--- src/dtpb_pkg.sv ---
package dtpb_pkg;

    localparam int DEF_FRAME_WIDTH   = 640;
    localparam int DEF_FRAME_HEIGHT  = 480;
    localparam int DEF_INV_FRAC_BITS = 24;

    localparam int DEPTH_W    = 16;
    localparam int POS_W      = 26;
    localparam int IDX_W      = 19;
    localparam int CNT_W      = 10;
    localparam int MAG_W      = 10;
    localparam int INV_W      = 24;
    localparam int CORNER_W   = 9;
    localparam int CFG_ADDR_W = 3;
    localparam int CFG_DATA_W = 24;
    localparam int S_TDATA_W  = 16;
    localparam int M_TDATA_W  = 88;
    localparam int QUEUE_DEPTH = 4;

    localparam logic [CFG_ADDR_W-1:0] REG_MIN_DEPTH   = 3'd0;
    localparam logic [CFG_ADDR_W-1:0] REG_MAX_DEPTH   = 3'd1;
    localparam logic [CFG_ADDR_W-1:0] REG_CENTER_COL  = 3'd2;
    localparam logic [CFG_ADDR_W-1:0] REG_CENTER_ROW  = 3'd3;
    localparam logic [CFG_ADDR_W-1:0] REG_INV_FOCAL_X = 3'd4;
    localparam logic [CFG_ADDR_W-1:0] REG_INV_FOCAL_Y = 3'd5;
    localparam logic [CFG_ADDR_W-1:0] REG_CORNER_SIZE = 3'd6;

    localparam logic [DEPTH_W-1:0]  RST_MIN_DEPTH   = 16'd400;
    localparam logic [DEPTH_W-1:0]  RST_MAX_DEPTH   = 16'd3500;
    localparam logic [CNT_W-1:0]    RST_CENTER_COL  = 10'd320;
    localparam logic [CNT_W-1:0]    RST_CENTER_ROW  = 10'd240;
    localparam logic [INV_W-1:0]    RST_INV_FOCAL   = 24'd28926;
    localparam logic [CORNER_W-1:0] RST_CORNER_SIZE = 9'd50;

    typedef struct packed {
        logic [DEPTH_W-1:0]  min_depth;
        logic [DEPTH_W-1:0]  max_depth;
        logic [CNT_W-1:0]    center_col;
        logic [CNT_W-1:0]    center_row;
        logic [INV_W-1:0]    inv_focal_x;
        logic [INV_W-1:0]    inv_focal_y;
        logic [CORNER_W-1:0] corner_size;
    } t_cfg;

    // one accepted point, offsets in sign/magnitude form
    typedef struct packed {
        logic               neg_x;
        logic [MAG_W-1:0]   mag_x;
        logic               neg_y;
        logic [MAG_W-1:0]   mag_y;
        logic [DEPTH_W-1:0] depth;
        logic [IDX_W-1:0]   index;
    } t_job;

endpackage

--- src/dtpb_front.sv ---
module dtpb_front import dtpb_pkg::*; #(
    parameter int FRAME_WIDTH  = DEF_FRAME_WIDTH,
    parameter int FRAME_HEIGHT = DEF_FRAME_HEIGHT
) (
    input  logic               i_clk,
    input  logic               i_rst_n,
    input  t_cfg               i_cfg,
    input  logic               i_valid,
    output logic               o_ready,
    input  logic [DEPTH_W-1:0] i_depth,
    input  logic               i_frame_start,
    input  logic               i_full,
    output logic               o_push,
    output t_job               o_job
);

    localparam logic signed [CNT_W+1:0] W_S = (CNT_W+2)'(FRAME_WIDTH);
    localparam logic signed [CNT_W+1:0] H_S = (CNT_W+2)'(FRAME_HEIGHT);
    localparam logic [CNT_W:0] W_U = (CNT_W+1)'(FRAME_WIDTH);
    localparam logic [CNT_W:0] H_U = (CNT_W+1)'(FRAME_HEIGHT);

    logic [CNT_W-1:0] r_col, n_col, r_row, n_row;
    logic [IDX_W-1:0] r_emit, n_emit;

    logic [CNT_W-1:0] col_cur, row_cur;
    logic [IDX_W-1:0] emit_cur;
    logic accept, in_range, outside, keep;
    logic signed [CNT_W+1:0] c_s, k_s, r_s, wc, hc;
    logic signed [CNT_W:0] off_x, off_y, neg_off_x, neg_off_y;
    logic [CNT_W:0] col_inc, row_inc;

    assign o_ready = !i_full;
    assign accept  = i_valid && !i_full;

    always_comb begin
        col_cur  = i_frame_start ? '0 : r_col;
        row_cur  = i_frame_start ? '0 : r_row;
        emit_cur = i_frame_start ? '0 : r_emit;

        in_range = (i_cfg.min_depth < i_depth) && (i_depth < i_cfg.max_depth);

        c_s = {3'b000, i_cfg.corner_size};
        k_s = {2'b00, col_cur};
        r_s = {2'b00, row_cur};
        wc  = W_S - c_s;
        hc  = H_S - c_s;
        outside = (wc > k_s || hc > r_s) && (c_s < k_s || c_s < r_s) &&
                  (wc > k_s || c_s < r_s) && (hc > r_s || c_s < k_s);
        keep = in_range && outside;

        off_x = $signed({1'b0, col_cur}) - $signed({1'b0, i_cfg.center_col});
        off_y = $signed({1'b0, row_cur}) - $signed({1'b0, i_cfg.center_row});
        neg_off_x = -off_x;
        neg_off_y = -off_y;

        o_job.neg_x = off_x[CNT_W];
        o_job.mag_x = off_x[CNT_W] ? neg_off_x[MAG_W-1:0] : off_x[MAG_W-1:0];
        o_job.neg_y = off_y[CNT_W];
        o_job.mag_y = off_y[CNT_W] ? neg_off_y[MAG_W-1:0] : off_y[MAG_W-1:0];
        o_job.depth = i_depth;
        o_job.index = emit_cur;
        o_push = accept && keep;

        // raster advance after the sample
        col_inc = {1'b0, col_cur} + 1'b1;
        row_inc = {1'b0, row_cur} + 1'b1;
        n_col  = r_col;
        n_row  = r_row;
        n_emit = r_emit;
        if (accept) begin
            n_emit = emit_cur + IDX_W'(keep);
            n_row  = row_cur;
            if (col_inc >= W_U) begin
                n_col = '0;
                if (row_inc >= H_U) begin
                    n_row  = '0;
                    n_emit = '0;
                end else begin
                    n_row = row_inc[CNT_W-1:0];
                end
            end else begin
                n_col = col_inc[CNT_W-1:0];
            end
        end
    end

    always_ff @(posedge i_clk) begin
        if (!i_rst_n) begin
            r_col  <= '0;
            r_row  <= '0;
            r_emit <= '0;
        end else begin
            r_col  <= n_col;
            r_row  <= n_row;
            r_emit <= n_emit;
        end
    end

endmodule

--- src/dtpb_queue.sv ---
module dtpb_queue import dtpb_pkg::*; (
    input  logic i_clk,
    input  logic i_rst_n,
    input  logic i_push,
    input  t_job i_job,
    output logic o_full,
    input  logic i_pop,
    output logic o_empty,
    output t_job o_job
);

    localparam int PTR_W = $clog2(QUEUE_DEPTH);
    localparam int CNT_W_Q = $clog2(QUEUE_DEPTH + 1);

    t_job r_mem [QUEUE_DEPTH];
    logic [PTR_W-1:0]   r_wr, r_rd;
    logic [CNT_W_Q-1:0] r_cnt;
    logic do_pop;

    assign o_full  = (r_cnt == CNT_W_Q'(QUEUE_DEPTH));
    assign o_empty = (r_cnt == '0);
    assign o_job   = r_mem[r_rd];
    assign do_pop  = i_pop && !o_empty;

    always_ff @(posedge i_clk) begin
        if (i_push) begin
            r_mem[r_wr] <= i_job;
        end
    end

    always_ff @(posedge i_clk) begin
        if (!i_rst_n) begin
            r_wr  <= '0;
            r_rd  <= '0;
            r_cnt <= '0;
        end else begin
            if (i_push) begin
                r_wr <= (r_wr == PTR_W'(QUEUE_DEPTH - 1)) ? '0 : r_wr + 1'b1;
            end
            if (do_pop) begin
                r_rd <= (r_rd == PTR_W'(QUEUE_DEPTH - 1)) ? '0 : r_rd + 1'b1;
            end
            r_cnt <= r_cnt + CNT_W_Q'(i_push) - CNT_W_Q'(do_pop);
        end
    end

endmodule

--- src/dtpb_back.sv ---
module dtpb_back import dtpb_pkg::*; #(
    parameter int INV_FRAC_BITS = DEF_INV_FRAC_BITS
) (
    input  logic                 i_clk,
    input  logic                 i_rst_n,
    input  t_cfg                 i_cfg,
    input  logic                 i_empty,
    input  t_job                 i_job,
    output logic                 o_pop,
    output logic                 o_valid,
    input  logic                 i_ready,
    output logic [POS_W-1:0]     o_pos_x,
    output logic [POS_W-1:0]     o_pos_y,
    output logic [DEPTH_W-1:0]   o_pos_z,
    output logic [IDX_W-1:0]     o_index
);

    localparam int P1_W = MAG_W + DEPTH_W;
    localparam int P2_W = P1_W + INV_W;
    localparam logic [P2_W-1:0] POS_LIM = P2_W'(1) << (POS_W - 1);

    function automatic logic [POS_W-1:0] sat_whole(input logic neg,
                                                   input logic [P2_W-1:0] prod);
        logic [P2_W-1:0] whole;
        logic [POS_W-1:0] low;
        whole = prod >> INV_FRAC_BITS;
        low   = whole[POS_W-1:0];
        if (neg) begin
            sat_whole = (whole > POS_LIM) ? POS_LIM[POS_W-1:0] : -low;
        end else begin
            sat_whole = (whole >= POS_LIM) ? (POS_LIM[POS_W-1:0] - 1'b1) : low;
        end
    endfunction

    logic en;
    logic r_v1, r_v2, r_v3;
    logic r_neg_x1, r_neg_y1, r_neg_x2, r_neg_y2;
    logic [P1_W-1:0] r_p1_x, r_p1_y;
    logic [P2_W-1:0] r_p2_x, r_p2_y;
    logic [DEPTH_W-1:0] r_z1, r_z2;
    logic [IDX_W-1:0]   r_idx1, r_idx2;

    // whole pipe moves together, held only by a waiting result
    assign en      = !r_v3 || i_ready;
    assign o_pop   = en && !i_empty;
    assign o_valid = r_v3;

    always_ff @(posedge i_clk) begin
        if (!i_rst_n) begin
            r_v1 <= 1'b0;
            r_v2 <= 1'b0;
            r_v3 <= 1'b0;
        end else if (en) begin
            r_v1 <= !i_empty;
            r_v2 <= r_v1;
            r_v3 <= r_v2;
        end
    end

    always_ff @(posedge i_clk) begin
        if (en) begin
            r_p1_x   <= P1_W'(i_job.mag_x) * P1_W'(i_job.depth);
            r_p1_y   <= P1_W'(i_job.mag_y) * P1_W'(i_job.depth);
            r_neg_x1 <= i_job.neg_x;
            r_neg_y1 <= i_job.neg_y;
            r_z1     <= i_job.depth;
            r_idx1   <= i_job.index;

            r_p2_x   <= P2_W'(r_p1_x) * P2_W'(i_cfg.inv_focal_x);
            r_p2_y   <= P2_W'(r_p1_y) * P2_W'(i_cfg.inv_focal_y);
            r_neg_x2 <= r_neg_x1;
            r_neg_y2 <= r_neg_y1;
            r_z2     <= r_z1;
            r_idx2   <= r_idx1;

            o_pos_x  <= sat_whole(r_neg_x2, r_p2_x);
            o_pos_y  <= sat_whole(r_neg_y2, r_p2_y);
            o_pos_z  <= r_z2;
            o_index  <= r_idx2;
        end
    end

endmodule

--- src/depth_to_point_backprojector.sv ---
// Channel   Dir  Handshake                    Payload
// s_axis    in   s_axis_tvalid/s_axis_tready  tdata: depth; tuser: frame_start
// m_axis    out  m_axis_tvalid/m_axis_tready  tdata: pos_x, pos_y, pos_z, point_index
// cfg       in   i_cfg_we (no handshake)      i_cfg_addr, i_cfg_wdata
//
// One sample per cycle in while the queue is not full, at most one point per cycle out.
// A kept sample is written into the 4-entry queue, then passes two multiplier stages
// and an output register before it shows on m_axis.
// Reset is synchronous; once i_rst_n has been sampled low, the block takes samples.
// A stalled output holds the multiplier pipe; the queue absorbs 4 more points
// before s_axis_tready drops.
module depth_to_point_backprojector import dtpb_pkg::*; #(
    parameter int FRAME_WIDTH   = DEF_FRAME_WIDTH,
    parameter int FRAME_HEIGHT  = DEF_FRAME_HEIGHT,
    parameter int INV_FRAC_BITS = DEF_INV_FRAC_BITS
) (
    input  logic                  i_clk,
    input  logic                  i_rst_n,
    input  logic                  s_axis_tvalid,
    output logic                  s_axis_tready,
    input  logic [S_TDATA_W-1:0]  s_axis_tdata,   // [15:0] depth
    input  logic [0:0]            s_axis_tuser,   // [0] frame_start
    output logic                  m_axis_tvalid,
    input  logic                  m_axis_tready,
    output logic [M_TDATA_W-1:0]  m_axis_tdata,   // pos_x, pos_y, pos_z, point_index, pad
    input  logic                  i_cfg_we,
    input  logic [CFG_ADDR_W-1:0] i_cfg_addr,
    input  logic [CFG_DATA_W-1:0] i_cfg_wdata
);

    t_cfg r_cfg;
    t_job front_job, queue_job;
    logic push, pop, full, empty;
    logic [POS_W-1:0]   pos_x, pos_y;
    logic [DEPTH_W-1:0] pos_z;
    logic [IDX_W-1:0]   point_index;

    always_ff @(posedge i_clk) begin
        if (!i_rst_n) begin
            r_cfg.min_depth   <= RST_MIN_DEPTH;
            r_cfg.max_depth   <= RST_MAX_DEPTH;
            r_cfg.center_col  <= RST_CENTER_COL;
            r_cfg.center_row  <= RST_CENTER_ROW;
            r_cfg.inv_focal_x <= RST_INV_FOCAL;
            r_cfg.inv_focal_y <= RST_INV_FOCAL;
            r_cfg.corner_size <= RST_CORNER_SIZE;
        end else if (i_cfg_we) begin
            unique case (i_cfg_addr)
                REG_MIN_DEPTH:   r_cfg.min_depth   <= i_cfg_wdata[DEPTH_W-1:0];
                REG_MAX_DEPTH:   r_cfg.max_depth   <= i_cfg_wdata[DEPTH_W-1:0];
                REG_CENTER_COL:  r_cfg.center_col  <= i_cfg_wdata[CNT_W-1:0];
                REG_CENTER_ROW:  r_cfg.center_row  <= i_cfg_wdata[CNT_W-1:0];
                REG_INV_FOCAL_X: r_cfg.inv_focal_x <= i_cfg_wdata[INV_W-1:0];
                REG_INV_FOCAL_Y: r_cfg.inv_focal_y <= i_cfg_wdata[INV_W-1:0];
                REG_CORNER_SIZE: r_cfg.corner_size <= i_cfg_wdata[CORNER_W-1:0];
                default: ;
            endcase
        end
    end

    dtpb_front #(
        .FRAME_WIDTH  (FRAME_WIDTH),
        .FRAME_HEIGHT (FRAME_HEIGHT)
    ) u_front (
        .i_clk         (i_clk),
        .i_rst_n       (i_rst_n),
        .i_cfg         (r_cfg),
        .i_valid       (s_axis_tvalid),
        .o_ready       (s_axis_tready),
        .i_depth       (s_axis_tdata[DEPTH_W-1:0]),
        .i_frame_start (s_axis_tuser[0]),
        .i_full        (full),
        .o_push        (push),
        .o_job         (front_job)
    );

    dtpb_queue u_queue (
        .i_clk   (i_clk),
        .i_rst_n (i_rst_n),
        .i_push  (push),
        .i_job   (front_job),
        .o_full  (full),
        .i_pop   (pop),
        .o_empty (empty),
        .o_job   (queue_job)
    );

    dtpb_back #(
        .INV_FRAC_BITS (INV_FRAC_BITS)
    ) u_back (
        .i_clk   (i_clk),
        .i_rst_n (i_rst_n),
        .i_cfg   (r_cfg),
        .i_empty (empty),
        .i_job   (queue_job),
        .o_pop   (pop),
        .o_valid (m_axis_tvalid),
        .i_ready (m_axis_tready),
        .o_pos_x (pos_x),
        .o_pos_y (pos_y),
        .o_pos_z (pos_z),
        .o_index (point_index)
    );

    assign m_axis_tdata = {1'b0, point_index, pos_z, pos_y, pos_x};

endmodule

--- config.mk ---
export PLATFORM = sky130hd
export DESIGN_NAME = depth_to_point_backprojector
export DESIGN_NICKNAME = d
export VERILOG_FILES = /design/src/dtpb_pkg.sv /design/src/dtpb_front.sv /design/src/dtpb_queue.sv /design/src/dtpb_back.sv /design/src/depth_to_point_backprojector.sv
export SDC_FILE = /design/constraint.sdc
export NUM_CORES = 2
export LEC_CHECK = 0
export BUFFER_PORTS_ARGS = -buffer_cell sky130_fd_sc_hd__buf_4
export CAP_MARGIN = 15
export CORE_UTILIZATION = 24
export CTS_CLUSTER_DIAMETER = 60
export DETAILED_ROUTE_END_ITERATION = 10
export PLACE_DENSITY = 0.4
export SYNTH_ARGS = -nofsm -noshare
export SYNTH_HDL_FRONTEND = slang
export SYNTH_SLANG_ARGS = --single-unit
--- constraint.sdc ---
create_clock -name i_clk -period 14.8 [get_ports i_clk]
set_clock_uncertainty 0.05 [all_clocks]
set_input_delay 2.22 -clock i_clk [delete_from_list [all_inputs] [get_ports i_clk]]
set_output_delay 2.22 -clock i_clk [all_outputs]
set_load 0.02 [all_outputs]
==> results.json <==
{
  "critical_path.endpoint_type": "flip-flop",
  "cts_buffer_depth": 3,
  "wl_um": 247000,
  "hold_viol": 0,
  "io_pins": 139,
  "hp-class": "flip-flop to flip-flop",
  "synth_fp_nets": 9767,
  "worstMarginPinSlew_ns": 1.19,
  "maxCapViolations": 0,
  "cp.arrival_ns": 9.04,
  "vias": 53900,
  "final_nets": 9766,
  "finalCritPeriodShare_pct": 58.6,
  "die_area_um2": 324000,
  "worstPathRequired_ns": 15.17,
  "slew_headroom_pct": 20.6,
  "numCtsBuffers": 85,
  "cts_resized": 0,
  "worstSkewPairLatency_ns": 0.75,
  "wl_per_cell_um": 20.1,
  "cts_tree": "done",
  "grt_pass1_wl_um": 374000,
  "clk_pin_slew_ns": 0.06,
  "core_um2": 319000,
  "finalCriticalPeriod_ns": 8.68,
  "clock_sinks": 653,
  "setup_viol": 0,
  "drt-pass1-iter-count": 5,
  "avgSynthCellArea_um2": 9.80,
  "gp_congestion": 0.828,
  "cts_hold_buf": 0,
  "initial_utilization_pct": 24.2,
  "syn2layout_area_growth_pct": 11.8,
  "synth_top_area_share_pct": 33.0,
  "die_w_um": 569,
  "grt_setup_unrepaired": "false",
  "grt_usage_pct": 15.4,
  "syn_area_um2": 77200,
  "crit_type": "flip-flop to flip-flop",
  "first_iter_violations": 3506,
  "synth_cell_types": 75,
  "postRouteAntennaNets": 0,
  "final_common_cell": "inv_1",
  "viasPerCell": 4.40,
  "yosys_most_used_dff": "edfxtp_1",
  "drive_above_1_share_pct": 6.54,
  "drv_slew": 0,
  "final_cell_mix": "1,577 x inv_1, 1,273 x fa_1, 1,236 x nand2_1",
  "synth-async-reset-ratio_pct": 0,
  "r2r_setup_slack_ns": 6.12,
  "htree_levels": 3,
  "worstPathMaxFanout": 27,
  "fmax_mhz": 115,
  "die_h_um": 569,
  "setup_tns_ns": 0,
  "hpwl_um": 179000,
  "outcome": "completed",
  "grt_max_degree": 101,
  "cp-start-kind": "flip-flop",
  "clockRootBuffer": "clkbuf_16",
  "grt_pass1_vias": 58800,
  "synth_area_leader_cell": "fa_1",
  "synth_area_leaders": "fa_1 33%, edfxtp_1 19%, ha_1 9.2%",
  "io_buffers": 137,
  "num_rows": 207,
  "synth_cells": 7877,
  "seq_area_frac_synth_pct": 23.3,
  "synth-seq-cells": 653,
  "gr-total-overflow": 0,
  "drc_errors": 0,
  "synth_edf_count": 493,
  "cts_setup_buffers": 0,
  "antenna_found_initial": 27,
  "yosys_warnings": 0
}
-- path summary, 6_finish.rpt --
path | startpoint | end | cells past startpoint
worst max-delay path | r_cfg[11] | u_back.r_p2_y[42] | 22
worst min-delay path | u_back.r_idx2[7] | u_back.o_index[7] | 0
worst min register to register | u_back.r_idx2[7] | u_back.o_index[7] | 0
worst max register to register | r_cfg[11] | u_back.r_p2_y[42] | 22
-- through the flow --
stage | hold WS, ns | cell area (µm²) | instances | utilization (%) | worst slack, ns
finish | 0.328 | 86300 | 12200 | 27.1 | 6.12
global route | 0.331 | 86300 | 12200 | 27.1 | 5.63
CTS | 0.323 | 86200 | 12200 | 27.0 | 6.10
detailed placement | 0.355 | 83200 | 12100 | 26.1 | 6.23
global placement | 0.352 | 83200 | 12100 | 26.1 | 6.19
floorplan | 0.350 | 77200 | 7877 | - | 6.71
-- routing by layer --
metal | global-route usage (%) | up-vias | share of wire (%)
li1 | - | 24400 | -
met1 | 20.7 | 27800 | 46
met2 | 25.4 | 1339 | 46
met3 | 2.54 | 325 | 5.4
met4 | 4.21 | 20 | 2.8
met5 | 0 | - | 0.054
-- critical path, stage by stage (launching register included) --
cell and delay [ns]:
dfxtp_1 1.11, and2_1 0.26, fa_1 0.44, fa_1 0.57
inv_1 0.06, fa_1 0.53, inv_1 0.06, fa_1 0.48
fa_1 0.51, fa_1 0.52, inv_1 0.05, fa_1 0.48
inv_1 0.05, ha_1 0.34, a21oi_1 0.23, o21ai_0 0.17
a221oi_1 0.32, o211ai_1 0.21, a2111oi_0 0.93, o21ai_0 0.38
o2111ai_1 0.36, nand2_1 0.10, xor2_1 0.15
-- sequential cells by signal (all words and copies together) (netlist names), 3 cells and up, named ones only --
signal / flops
r_cfg: 109
u_back.o_index: 19
u_back.o_pos_x: 26
u_back.o_pos_y: 26
u_back.o_pos_z: 16
u_back.r_idx1: 19
u_back.r_idx2: 19
u_back.r_p1_x: 26
u_back.r_p1_y: 26
u_back.r_p2_x: 26
u_back.r_p2_y: 26
u_back.r_z1: 16
u_back.r_z2: 16
u_front.r_col: 10
u_front.r_emit: 19
u_front.r_row: 10
u_queue.r_cnt: 3
u_queue.r_mem: 228
-- area by class of cell --
cell class / instances / area [µm²]
fill: 34000 / 233000
sequential: 653 / 18000
antenna: 5 / 12.5
inverter: 1578 / 5930
multi-input combinational: 5297 / 52000
timing repair buffer: 261 / 2050
tap: 4284 / 5360
clock inverter: 59 / 756
clock buffer: 99 / 2220
-- kinds of logic after synthesis --
logic type      count (synthesis)  share of synthesized area [%]
compound gates                704                           6.07
xor+xnor                      147                           1.67
fa+ha+maj                    1841                           42.2
buf+inv                      1927                           9.40
flops                         653                           23.3
mux                            89                           1.79
other cells                     1                        0.00486
simple gates                 2515                           15.5
-- cell usage after synthesis, types with 14 or more instances --
library cell / number
a211oi_1: 17
a21boi_0: 96
a21o_1: 70
a21oi_1: 160
a31oi_1: 18
and2_1: 654
and3_1: 29
buf_1: 14
clkbuf_1: 330
dfxtp_1: 160
edfxtp_1: 493
fa_1: 1273
ha_1: 568
inv_1: 1578
mux2_2: 23
mux2i_1: 29
mux4_2: 37
nand2_1: 1236
nand2b_1: 28
nand3_1: 78
nand4_1: 41
nor2_1: 231
nor2b_1: 66
nor3_1: 52
nor4_1: 14
o211ai_1: 27
o21a_1: 26
o21ai_0: 128
o21ai_1: 15
o21bai_1: 20
o311ai_0: 21
o31ai_1: 17
or3_1: 39
xnor2_1: 111
xor2_1: 36
Power is left out: the tool's default activity adds up to more than one toggle a clock period on the data nets, which glitch-free logic cannot reach.
